File: config.mk
export PLATFORM = sky130hd
export DESIGN_NAME = cea708_caption_sei_framer
export DESIGN_NICKNAME = d
export VERILOG_FILES = /design/src/rtl/ccsf_pkg.sv /design/src/rtl/cea708_caption_sei_framer.sv /design/src/rtl/ccsf_front.sv /design/src/rtl/ccsf_cmd_fifo.sv /design/src/rtl/ccsf_back.sv
export SDC_FILE = /design/constraint.sdc
export NUM_CORES = 1
export LEC_CHECK = 0
export ABC_AREA = 1
export BUFFER_PORTS_ARGS = -buffer_cell sky130_fd_sc_hd__buf_2
export CAP_MARGIN = 15
export CORE_UTILIZATION = 30
export DETAILED_ROUTE_END_ITERATION = 6
export GPL_TIMING_DRIVEN = 0
export HOLD_SLACK_MARGIN = 0.08
export PLACE_DENSITY = 0.48
export SLEW_MARGIN = 10
export SYNTH_ARGS = -nofsm -noshare
export SYNTH_HDL_FRONTEND = slang
export SYNTH_SLANG_ARGS = --single-unit
File: constraint.sdc
create_clock -name clk -period 3.83 [get_ports clk]
set_clock_uncertainty 0.15 [all_clocks]
set_input_delay 0.1915 -clock clk [delete_from_list [all_inputs] [get_ports clk]]
set_output_delay 0.1915 -clock clk [all_outputs]
set_load 0.005 [all_outputs]
File: src/rtl/ccsf_pkg.sv
// ---------------------------------------------------------------------------
// ccsf_pkg
// Types, stream constants and header table for the caption SEI framer.
// ---------------------------------------------------------------------------
`timescale 1ns / 1ps

package ccsf_pkg;

  // One caption item as presented on the input side.
  typedef struct packed {
    logic       first_of_packet;
    logic       last_of_packet;
    logic       has_entry;
    logic [4:0] entry_count;
    logic       entry_valid;
    logic [1:0] entry_type;
    logic [7:0] entry_byte_a;
    logic [7:0] entry_byte_b;
  } item_t;

  // One output byte of the SEI stream.
  typedef struct packed {
    logic [7:0] out_byte;
    logic       end_of_packet;
  } result_t;

  // Classified command handed from the front to the back.
  typedef struct packed {
    logic       first;
    logic       last;
    logic       has;
    logic [4:0] count;
    logic [7:0] tag;
    logic [7:0] byte_a;
    logic [7:0] byte_b;
  } cmd_t;

  // Command queue depth.
  localparam int QDepth = 2;
  localparam int QAw    = $clog2(QDepth);
  localparam int QCw    = $clog2(QDepth + 1);

  // Byte position within one command's output run.
  typedef logic [4:0] phase_t;
  localparam phase_t PH_HDR0  = 5'd0;
  localparam phase_t PH_FLAGS = 5'd15;
  localparam phase_t PH_EM    = 5'd16;
  localparam phase_t PH_CC0   = 5'd17;
  localparam phase_t PH_CC1   = 5'd18;
  localparam phase_t PH_CC2   = 5'd19;
  localparam phase_t PH_MARK  = 5'd20;

  localparam logic [7:0] CC_TAG_BASE = 8'hf8;
  localparam logic [7:0] FLAGS_BASE  = 8'hc0;
  localparam logic [7:0] MARK_BYTE   = 8'hff;

  // Fixed header: start code, NAL header, SEI type, T.35 codes, GA94, type 3.
  function automatic logic [7:0] hdr_byte(input logic [3:0] idx);
    logic [7:0] b;
    case (idx)
      4'd0:    b = 8'h00;
      4'd1:    b = 8'h00;
      4'd2:    b = 8'h01;
      4'd3:    b = 8'h4e;
      4'd4:    b = 8'h01;
      4'd5:    b = 8'h04;
      4'd6:    b = 8'h47;
      4'd7:    b = 8'hb5;
      4'd8:    b = 8'h00;
      4'd9:    b = 8'h31;
      4'd10:   b = 8'h47;
      4'd11:   b = 8'h41;
      4'd12:   b = 8'h39;
      4'd13:   b = 8'h34;
      4'd14:   b = 8'h03;
      default: b = 8'h00;
    endcase
    return b;
  endfunction

endpackage

File: src/rtl/cea708_caption_sei_framer.sv
// ---------------------------------------------------------------------------
// cea708_caption_sei_framer
// Frames caption triples into an HEVC prefix SEI carrying ATSC GA94 cc_data.
// ---------------------------------------------------------------------------
// One result byte leaves per clock while the consumer keeps popping. An item
// carrying only a caption triple yields 3 bytes, a first item adds 17 header
// bytes and a last item one marker byte, so an item yields 1 to 21 bytes. A
// two-entry command queue lets new items in while earlier ones are still being
// framed. Items with neither mark nor entry are accepted and produce nothing.
`timescale 1ns / 1ps

module cea708_caption_sei_framer (
  input  logic              clk,
  input  logic              rst,
  input  logic              push,
  output logic              full,
  input  ccsf_pkg::item_t   item,
  output logic              empty,
  input  logic              pop,
  output ccsf_pkg::result_t result
);

  logic           q_wr;
  logic           q_full;
  logic           q_valid;
  logic           q_rd;
  ccsf_pkg::cmd_t wr_cmd;
  ccsf_pkg::cmd_t rd_cmd;

  ccsf_front u_front (
    .push   (push),
    .full   (full),
    .item   (item),
    .q_full (q_full),
    .q_wr   (q_wr),
    .q_cmd  (wr_cmd)
  );

  ccsf_cmd_fifo u_fifo (
    .clk     (clk),
    .rst     (rst),
    .wr      (q_wr),
    .wr_cmd  (wr_cmd),
    .q_full  (q_full),
    .q_valid (q_valid),
    .rd      (q_rd),
    .rd_cmd  (rd_cmd)
  );

  ccsf_back u_back (
    .clk     (clk),
    .rst     (rst),
    .q_valid (q_valid),
    .cmd     (rd_cmd),
    .q_rd    (q_rd),
    .empty   (empty),
    .pop     (pop),
    .result  (result)
  );

endmodule

File: src/rtl/ccsf_front.sv
// ---------------------------------------------------------------------------
// ccsf_front
// Input side: accepts items, builds the cc tag byte, drops items with no work.
// ---------------------------------------------------------------------------
`timescale 1ns / 1ps

module ccsf_front (
  input  logic          push,
  output logic          full,
  input  ccsf_pkg::item_t item,
  input  logic          q_full,
  output logic          q_wr,
  output ccsf_pkg::cmd_t q_cmd
);

  logic has_work;

  assign full     = q_full;
  assign has_work = item.first_of_packet | item.last_of_packet | item.has_entry;

  // Drop items that frame nothing.
  assign q_wr = push & ~q_full & has_work;

  always_comb begin
    q_cmd.first  = item.first_of_packet;
    q_cmd.last   = item.last_of_packet;
    q_cmd.has    = item.has_entry;
    q_cmd.count  = item.entry_count;
    q_cmd.tag    = ccsf_pkg::CC_TAG_BASE | {5'd0, item.entry_valid, item.entry_type};
    q_cmd.byte_a = item.entry_byte_a;
    q_cmd.byte_b = item.entry_byte_b;
  end

endmodule

File: src/rtl/ccsf_cmd_fifo.sv
// ---------------------------------------------------------------------------
// ccsf_cmd_fifo
// Short command queue between front and back.
// ---------------------------------------------------------------------------
`timescale 1ns / 1ps

module ccsf_cmd_fifo (
  input  logic           clk,
  input  logic           rst,
  input  logic           wr,
  input  ccsf_pkg::cmd_t wr_cmd,
  output logic           q_full,
  output logic           q_valid,
  input  logic           rd,
  output ccsf_pkg::cmd_t rd_cmd
);

  ccsf_pkg::cmd_t                   entries [ccsf_pkg::QDepth];
  logic [ccsf_pkg::QAw-1:0]         wr_ptr;
  logic [ccsf_pkg::QAw-1:0]         rd_ptr;
  logic [ccsf_pkg::QCw-1:0]         count;
  logic                             do_rd;

  assign q_full  = (count == ccsf_pkg::QCw'(ccsf_pkg::QDepth));
  assign q_valid = (count != '0);
  assign rd_cmd  = entries[rd_ptr];
  assign do_rd   = rd & q_valid;

  always_ff @(posedge clk) begin
    if (wr) begin
      entries[wr_ptr] <= wr_cmd;
    end
  end

  always_ff @(posedge clk) begin
    if (rst) begin
      wr_ptr <= '0;
      rd_ptr <= '0;
      count  <= '0;
    end else begin
      if (wr) begin
        wr_ptr <= (wr_ptr == ccsf_pkg::QAw'(ccsf_pkg::QDepth - 1)) ? '0 : wr_ptr + 1'b1;
      end
      if (do_rd) begin
        rd_ptr <= (rd_ptr == ccsf_pkg::QAw'(ccsf_pkg::QDepth - 1)) ? '0 : rd_ptr + 1'b1;
      end
      if (wr && !do_rd) begin
        count <= count + 1'b1;
      end else if (!wr && do_rd) begin
        count <= count - 1'b1;
      end
    end
  end

endmodule

File: src/rtl/ccsf_back.sv
// ---------------------------------------------------------------------------
// ccsf_back
// Byte sequencer: walks each command through header, entry and marker bytes
// into a one-entry output register.
// ---------------------------------------------------------------------------
`timescale 1ns / 1ps

module ccsf_back (
  input  logic             clk,
  input  logic             rst,
  input  logic             q_valid,
  input  ccsf_pkg::cmd_t   cmd,
  output logic             q_rd,
  output logic             empty,
  input  logic             pop,
  output ccsf_pkg::result_t result
);

  logic              busy;
  logic              busy_next;
  ccsf_pkg::phase_t  phase;
  ccsf_pkg::phase_t  phase_next;
  ccsf_pkg::phase_t  cur;
  ccsf_pkg::phase_t  start;
  logic              out_valid;
  logic              out_free;
  logic              emit;
  logic              done;
  logic              has_work;
  ccsf_pkg::result_t byte_r;

  assign out_free = ~out_valid | pop;
  assign empty    = ~out_valid;
  assign has_work = cmd.first | cmd.has | cmd.last;

  always_comb begin
    if (cmd.first) begin
      start = ccsf_pkg::PH_HDR0;
    end else if (cmd.has) begin
      start = ccsf_pkg::PH_CC0;
    end else begin
      start = ccsf_pkg::PH_MARK;
    end
  end

  assign cur  = busy ? phase : start;
  assign emit = q_valid & has_work & out_free;

  // Pick the byte and the step after it.
  always_comb begin
    byte_r.end_of_packet = 1'b0;
    done                 = 1'b0;
    phase_next           = cur + 1'b1;
    if (cur < ccsf_pkg::PH_FLAGS) begin
      byte_r.out_byte = ccsf_pkg::hdr_byte(cur[3:0]);
    end else begin
      unique case (cur)
        ccsf_pkg::PH_FLAGS: byte_r.out_byte = ccsf_pkg::FLAGS_BASE | {3'd0, cmd.count};
        ccsf_pkg::PH_EM: begin
          byte_r.out_byte = ccsf_pkg::MARK_BYTE;
          if (cmd.has) begin
            phase_next = ccsf_pkg::PH_CC0;
          end else if (cmd.last) begin
            phase_next = ccsf_pkg::PH_MARK;
          end else begin
            done = 1'b1;
          end
        end
        ccsf_pkg::PH_CC0: byte_r.out_byte = cmd.tag;
        ccsf_pkg::PH_CC1: byte_r.out_byte = cmd.byte_a;
        ccsf_pkg::PH_CC2: begin
          byte_r.out_byte = cmd.byte_b;
          if (cmd.last) begin
            phase_next = ccsf_pkg::PH_MARK;
          end else begin
            done = 1'b1;
          end
        end
        default: begin
          byte_r.out_byte      = ccsf_pkg::MARK_BYTE;
          byte_r.end_of_packet = 1'b1;
          done                 = 1'b1;
        end
      endcase
    end
  end

  // Retire a command on its last byte; drop one with nothing to send.
  assign q_rd = q_valid & ((emit & done) | ~has_work);

  always_comb begin
    busy_next = busy;
    if (emit) begin
      busy_next = ~done;
    end
  end

  always_ff @(posedge clk) begin
    if (rst) begin
      busy      <= 1'b0;
      out_valid <= 1'b0;
    end else begin
      busy <= busy_next;
      if (emit) begin
        out_valid <= 1'b1;
      end else if (pop) begin
        out_valid <= 1'b0;
      end
    end
  end

  always_ff @(posedge clk) begin
    if (emit) begin
      phase  <= phase_next;
      result <= byte_r;
    end
  end

endmodule

==> summary.md <==
| Metric | Value |
|---|---|
| VDD IR max | `244 uV` |
| Core area | `11400 um2` |
| Hold endpoint | `u_fifo.wr_ptr` |
| Max-cap violations | `0` |
| DP Area | `3980 um2` |
| Async S/R FF share, synth | `0` |
| CP Launch Type | `flop` |
| Design area | `4530 um2` |
| Internal power | `roughly 2000 uW` |
| Slew HR | `0.609` |
| Final Hold Vio Count | `0` |
| Crit path arrival time | `about 3.2 ns` |
| H-tree depth | `3` |
| Critical Path, Cell by Cell | `buf_6, nand2_1, nand3_2, o21a_1, inv_1, ha_1, inv_1, nor2_2, nand3_4, nand2_1, inv_1, nand2_1, nand3_2, nand2_2, nand2_1, ha_1, a21oi_1, o21ai_0, o21ai_0, a21oi_1` |
| Gate power share | `0.378` |
| Vias in the first global route | `about 2400` |
| PostCTS Resize Cnt | `0` |
| FF-to-FF path depth | `20` |
| Syn_area_per_cell | `10.6 um2` |
| CP most frequent cell | `nand2_1` |
| Fraction of layout cells with a size suffix above 1 | `0.224` |
| Post-synth EDFFs | `just under 70` |
| Status | `finished clean` |
| Switching share of power | `0.370` |
| Reg power frac | `0.381` |
| First-pass GRT wire length | `12100 um` |
| Min Hold Slack | `0.182 ns` |
| Yosys reg bits | `75` |
| Placement row count | `39` |
| Clock Pin Slew Worst Setup and Hold Paths | `~0.05 ns` |
| Die width | `110 um` |
| Detailed Routing Iterations Pass 1 | `4` |
| IO Port Bufs | `41` |
| Die area | `12200 um2` |
| Cell variety after synth | `33` |
| Drt first-iter violations | `80` |
| Setup CP Type | `flop to flop` |
| DP HPWL | `5390 um` |
| Dpl ws | `0.691 ns` |
| Fin crit period | `around 3.2 ns` |
| RSZ-0062 raised after global routing | `no` |
| WL/cell | `13.6 um` |
| Die Y-Extent | `110 um` |
| Non-filler instance count after layout | `563` |
| Syn Nets | `371` |
| Power Dens Cells | `703 nW/um2` |
| Clk sinks | `75` |
| Pins Over Slew Limit | `0` |
| Avg Vias per Cell | `between 4 and 5` |
| RR Endpoint | `u_fifo.count[1]` |
| Post-route clock period utilization | `0.826` |
| Top-area cell type share of the netlist area | `0.580` |
| Synth area leader | `edfxtp_1` |
| Critical path fanouts, max | `10` |
| FILL cells | `1148` |
| Lkg Pwr | `about 0.0018 uW` |
| Congestion Overflow GR | `0` |
| WL final | `7660 um` |
| Top-count cell post-synth | `nand2_1` |
| Max Root-Sink Buffers | `2` |
| Final worst slack | `0.666 ns` |
| Crit end category | `flop` |
| Cell depth of the worst hold path | `5` |
| Top cells by area, synth | `edfxtp_1 (58%), nand2_1 (9.1%), dfxtp_1 (4.0%), a21oi_1 (3.3%), inv_1 (3.2%)` |
| IO Count | `42` |
| CP delay by family, top | `simple AND/OR/NAND/NOR gates` |
| Antenna-violating nets left | `0` |
| Starting Density | `0.308` |
| Hold crit path type | `input pin to flop` |
| Antenna Cells | `0` |
| Worst skew pair latency | `0.33 ns` |
| Mapped Cells | `333` |
| Post-synthesis sequential area ratio | `0.620` |
| Top FF cell, synth | `edfxtp_1` |
| Synthesized cell area | `3520 um2` |
| Postcts setup bufs | `0` |
| Max Clock Freq | `about 320 MHz` |
| Switching power | `1180 uW` |
| Number of CTS-inserted buffers | `9` |
| Setup Viol. Count Final | `0` |
| Buf/Inv on CP | `4` |
| R2R setup slack | `0.67 ns` |
| Synthesis-to-layout area growth | `28.7%` |
| Setup TNS Final | `0 ns` |
| Clock root cell | `clkbuf_16` |
| # placed instances | `between 500 and 600` |
| Required time of the critical path | `roughly 3.9 ns` |
| Slowest-stage cell, CP | `dfxtp_1` |
| Slew @ Worst Pin | `0.586 ns` |
| Final #Nets | `~450` |
| Gr usage total | `0.139` |
| GPL Wtd Cong | `0.861` |
| Clock Power Share | `0.240` |
| HP Start | `push` |
| Post-synth top cells | `nand2_1 (85), edfxtp_1 (68), inv_1 (30), a21oi_1 (23), nor2_1 (21)` |
| Yosys warns | `0` |
| TritonCTS clock tree | `done` |
| DR DRC count | `0` |
| Initial antenna violation count | `0` |
| Vias | `2539` |
| Largest net degree at the start of global routing | `21` |
| Delay of the slowest critical-path stage | `approximately 0.33 ns` |
==> layout by cell type, fill, tap and decap left out, drive strengths merged, types with 6 or more instances in the layout <==
cell type	count
edfxtp	68
nand3	17
dfxtp	7
ha	7
buf	46
nor3	6
o21ai	18
clkbuf	14
a21oi	23
nand2	97
inv	38
dlygate4sd3	29
nor2	25
==> worst max path at each step <==
stage          depth (start not counted)             from                     to  slack, ns
2_1_floorplan                         20             flop        u_fifo.count[1]       1.08
3_3_place_gp                           5  u_fifo.count[1]  u_fifo.entries[1][22]       0.44
3_5_place_dp                          20             flop        u_fifo.count[1]       0.69
4_1_cts                               20             flop        u_fifo.count[1]       0.66
5_1_grt                               20             flop        u_fifo.count[1]       0.38
6_report                              20             flop        u_fifo.count[1]       0.67
==> power groups by stage <==
stage	Sequential, uW	Clock (uW)	Combinational (uW)
2_1_floorplan	1230	0	816
3_3_place_gp	1240	0	1160
3_5_place_dp	1230	0	1190
4_1_cts	1220	785	1220
5_1_grt	1240	812	1370
6_report	1210	765	1200
==> logic make-up (layout without fill, tap and decap cells) <==
kind of cell	count (synthesis)	in the layout	synth area share
simple gates	154	154	0.217
flops	75	75	0.620
fa+ha+maj	7	7	0.0249
xor+xnor	1	1	0.00249
buf+inv	42	129	0.0512
compound gates	54	54	0.0845
==> through the flow <==
stage | power, uW | util
after floorplan | 2050 | -
after global placement | 2390 | 0.342
after detailed placement | 2420 | 0.348
after CTS | 3220 | 0.397
after global routing | 3420 | 0.397
final | 3180 | 0.397
==> area by class of cell <==
| class | count | area [um2] | share of cell area |
|---|---|---|---|
| Clock buffer | 10 | 229 | 0.0505 |
| Inverter | 35 | 131 | 0.0290 |
| Tap cell | 143 | 179 | 0.0395 |
| Clock inverter | 5 | 37.5 | 0.00828 |
| Multi-Input combinational cell | 216 | 1170 | 0.259 |
| Buffer | 7 | 48.8 | 0.0108 |
| Sequential cell | 75 | 2180 | 0.481 |
| Timing Repair Buffer | 72 | 551 | 0.121 |
==> worst register-to-register path, stage by stage, from the launching register on <==
cell     delay (ns)
dfxtp_1        0.33
buf_6          0.15
nand2_1        0.08
nand3_2        0.12
o21a_1         0.24
inv_1          0.11
ha_1           0.15
inv_1          0.05
nor2_2         0.25
nand3_4        0.18
nand2_1        0.16
inv_1          0.05
nand2_1        0.07
nand3_2        0.08
nand2_2        0.09
nand2_1        0.06
ha_1           0.30
a21oi_1        0.12
o21ai_0        0.11
o21ai_0        0.15
a21oi_1        0.05
==> layer usage <==
metal  part of all wire  wire length, um  global-route usage
met1               0.47             3610               0.175
met2               0.47             3600               0.224
met3              0.029              222              0.0247
met4              0.029              225              0.0771
met5                  0                0                   0
==> timing repair <==
item,in CTS,in global routing
hold buffers,29,0
hold endpoints to repair,61,0
setup endpoints to repair,0,0
==> flip-flops by register name, summed over array words and instances, names as in the netlist, named ones only <==
signal            cells
u_back.out_valid      1
u_fifo.entries       54
u_fifo.count          2
u_back.result         9
u_fifo.rd_ptr         1
u_back.busy           1
u_back.phase          5
u_fifo.wr_ptr         1
(Power assumes the default switching activity.)
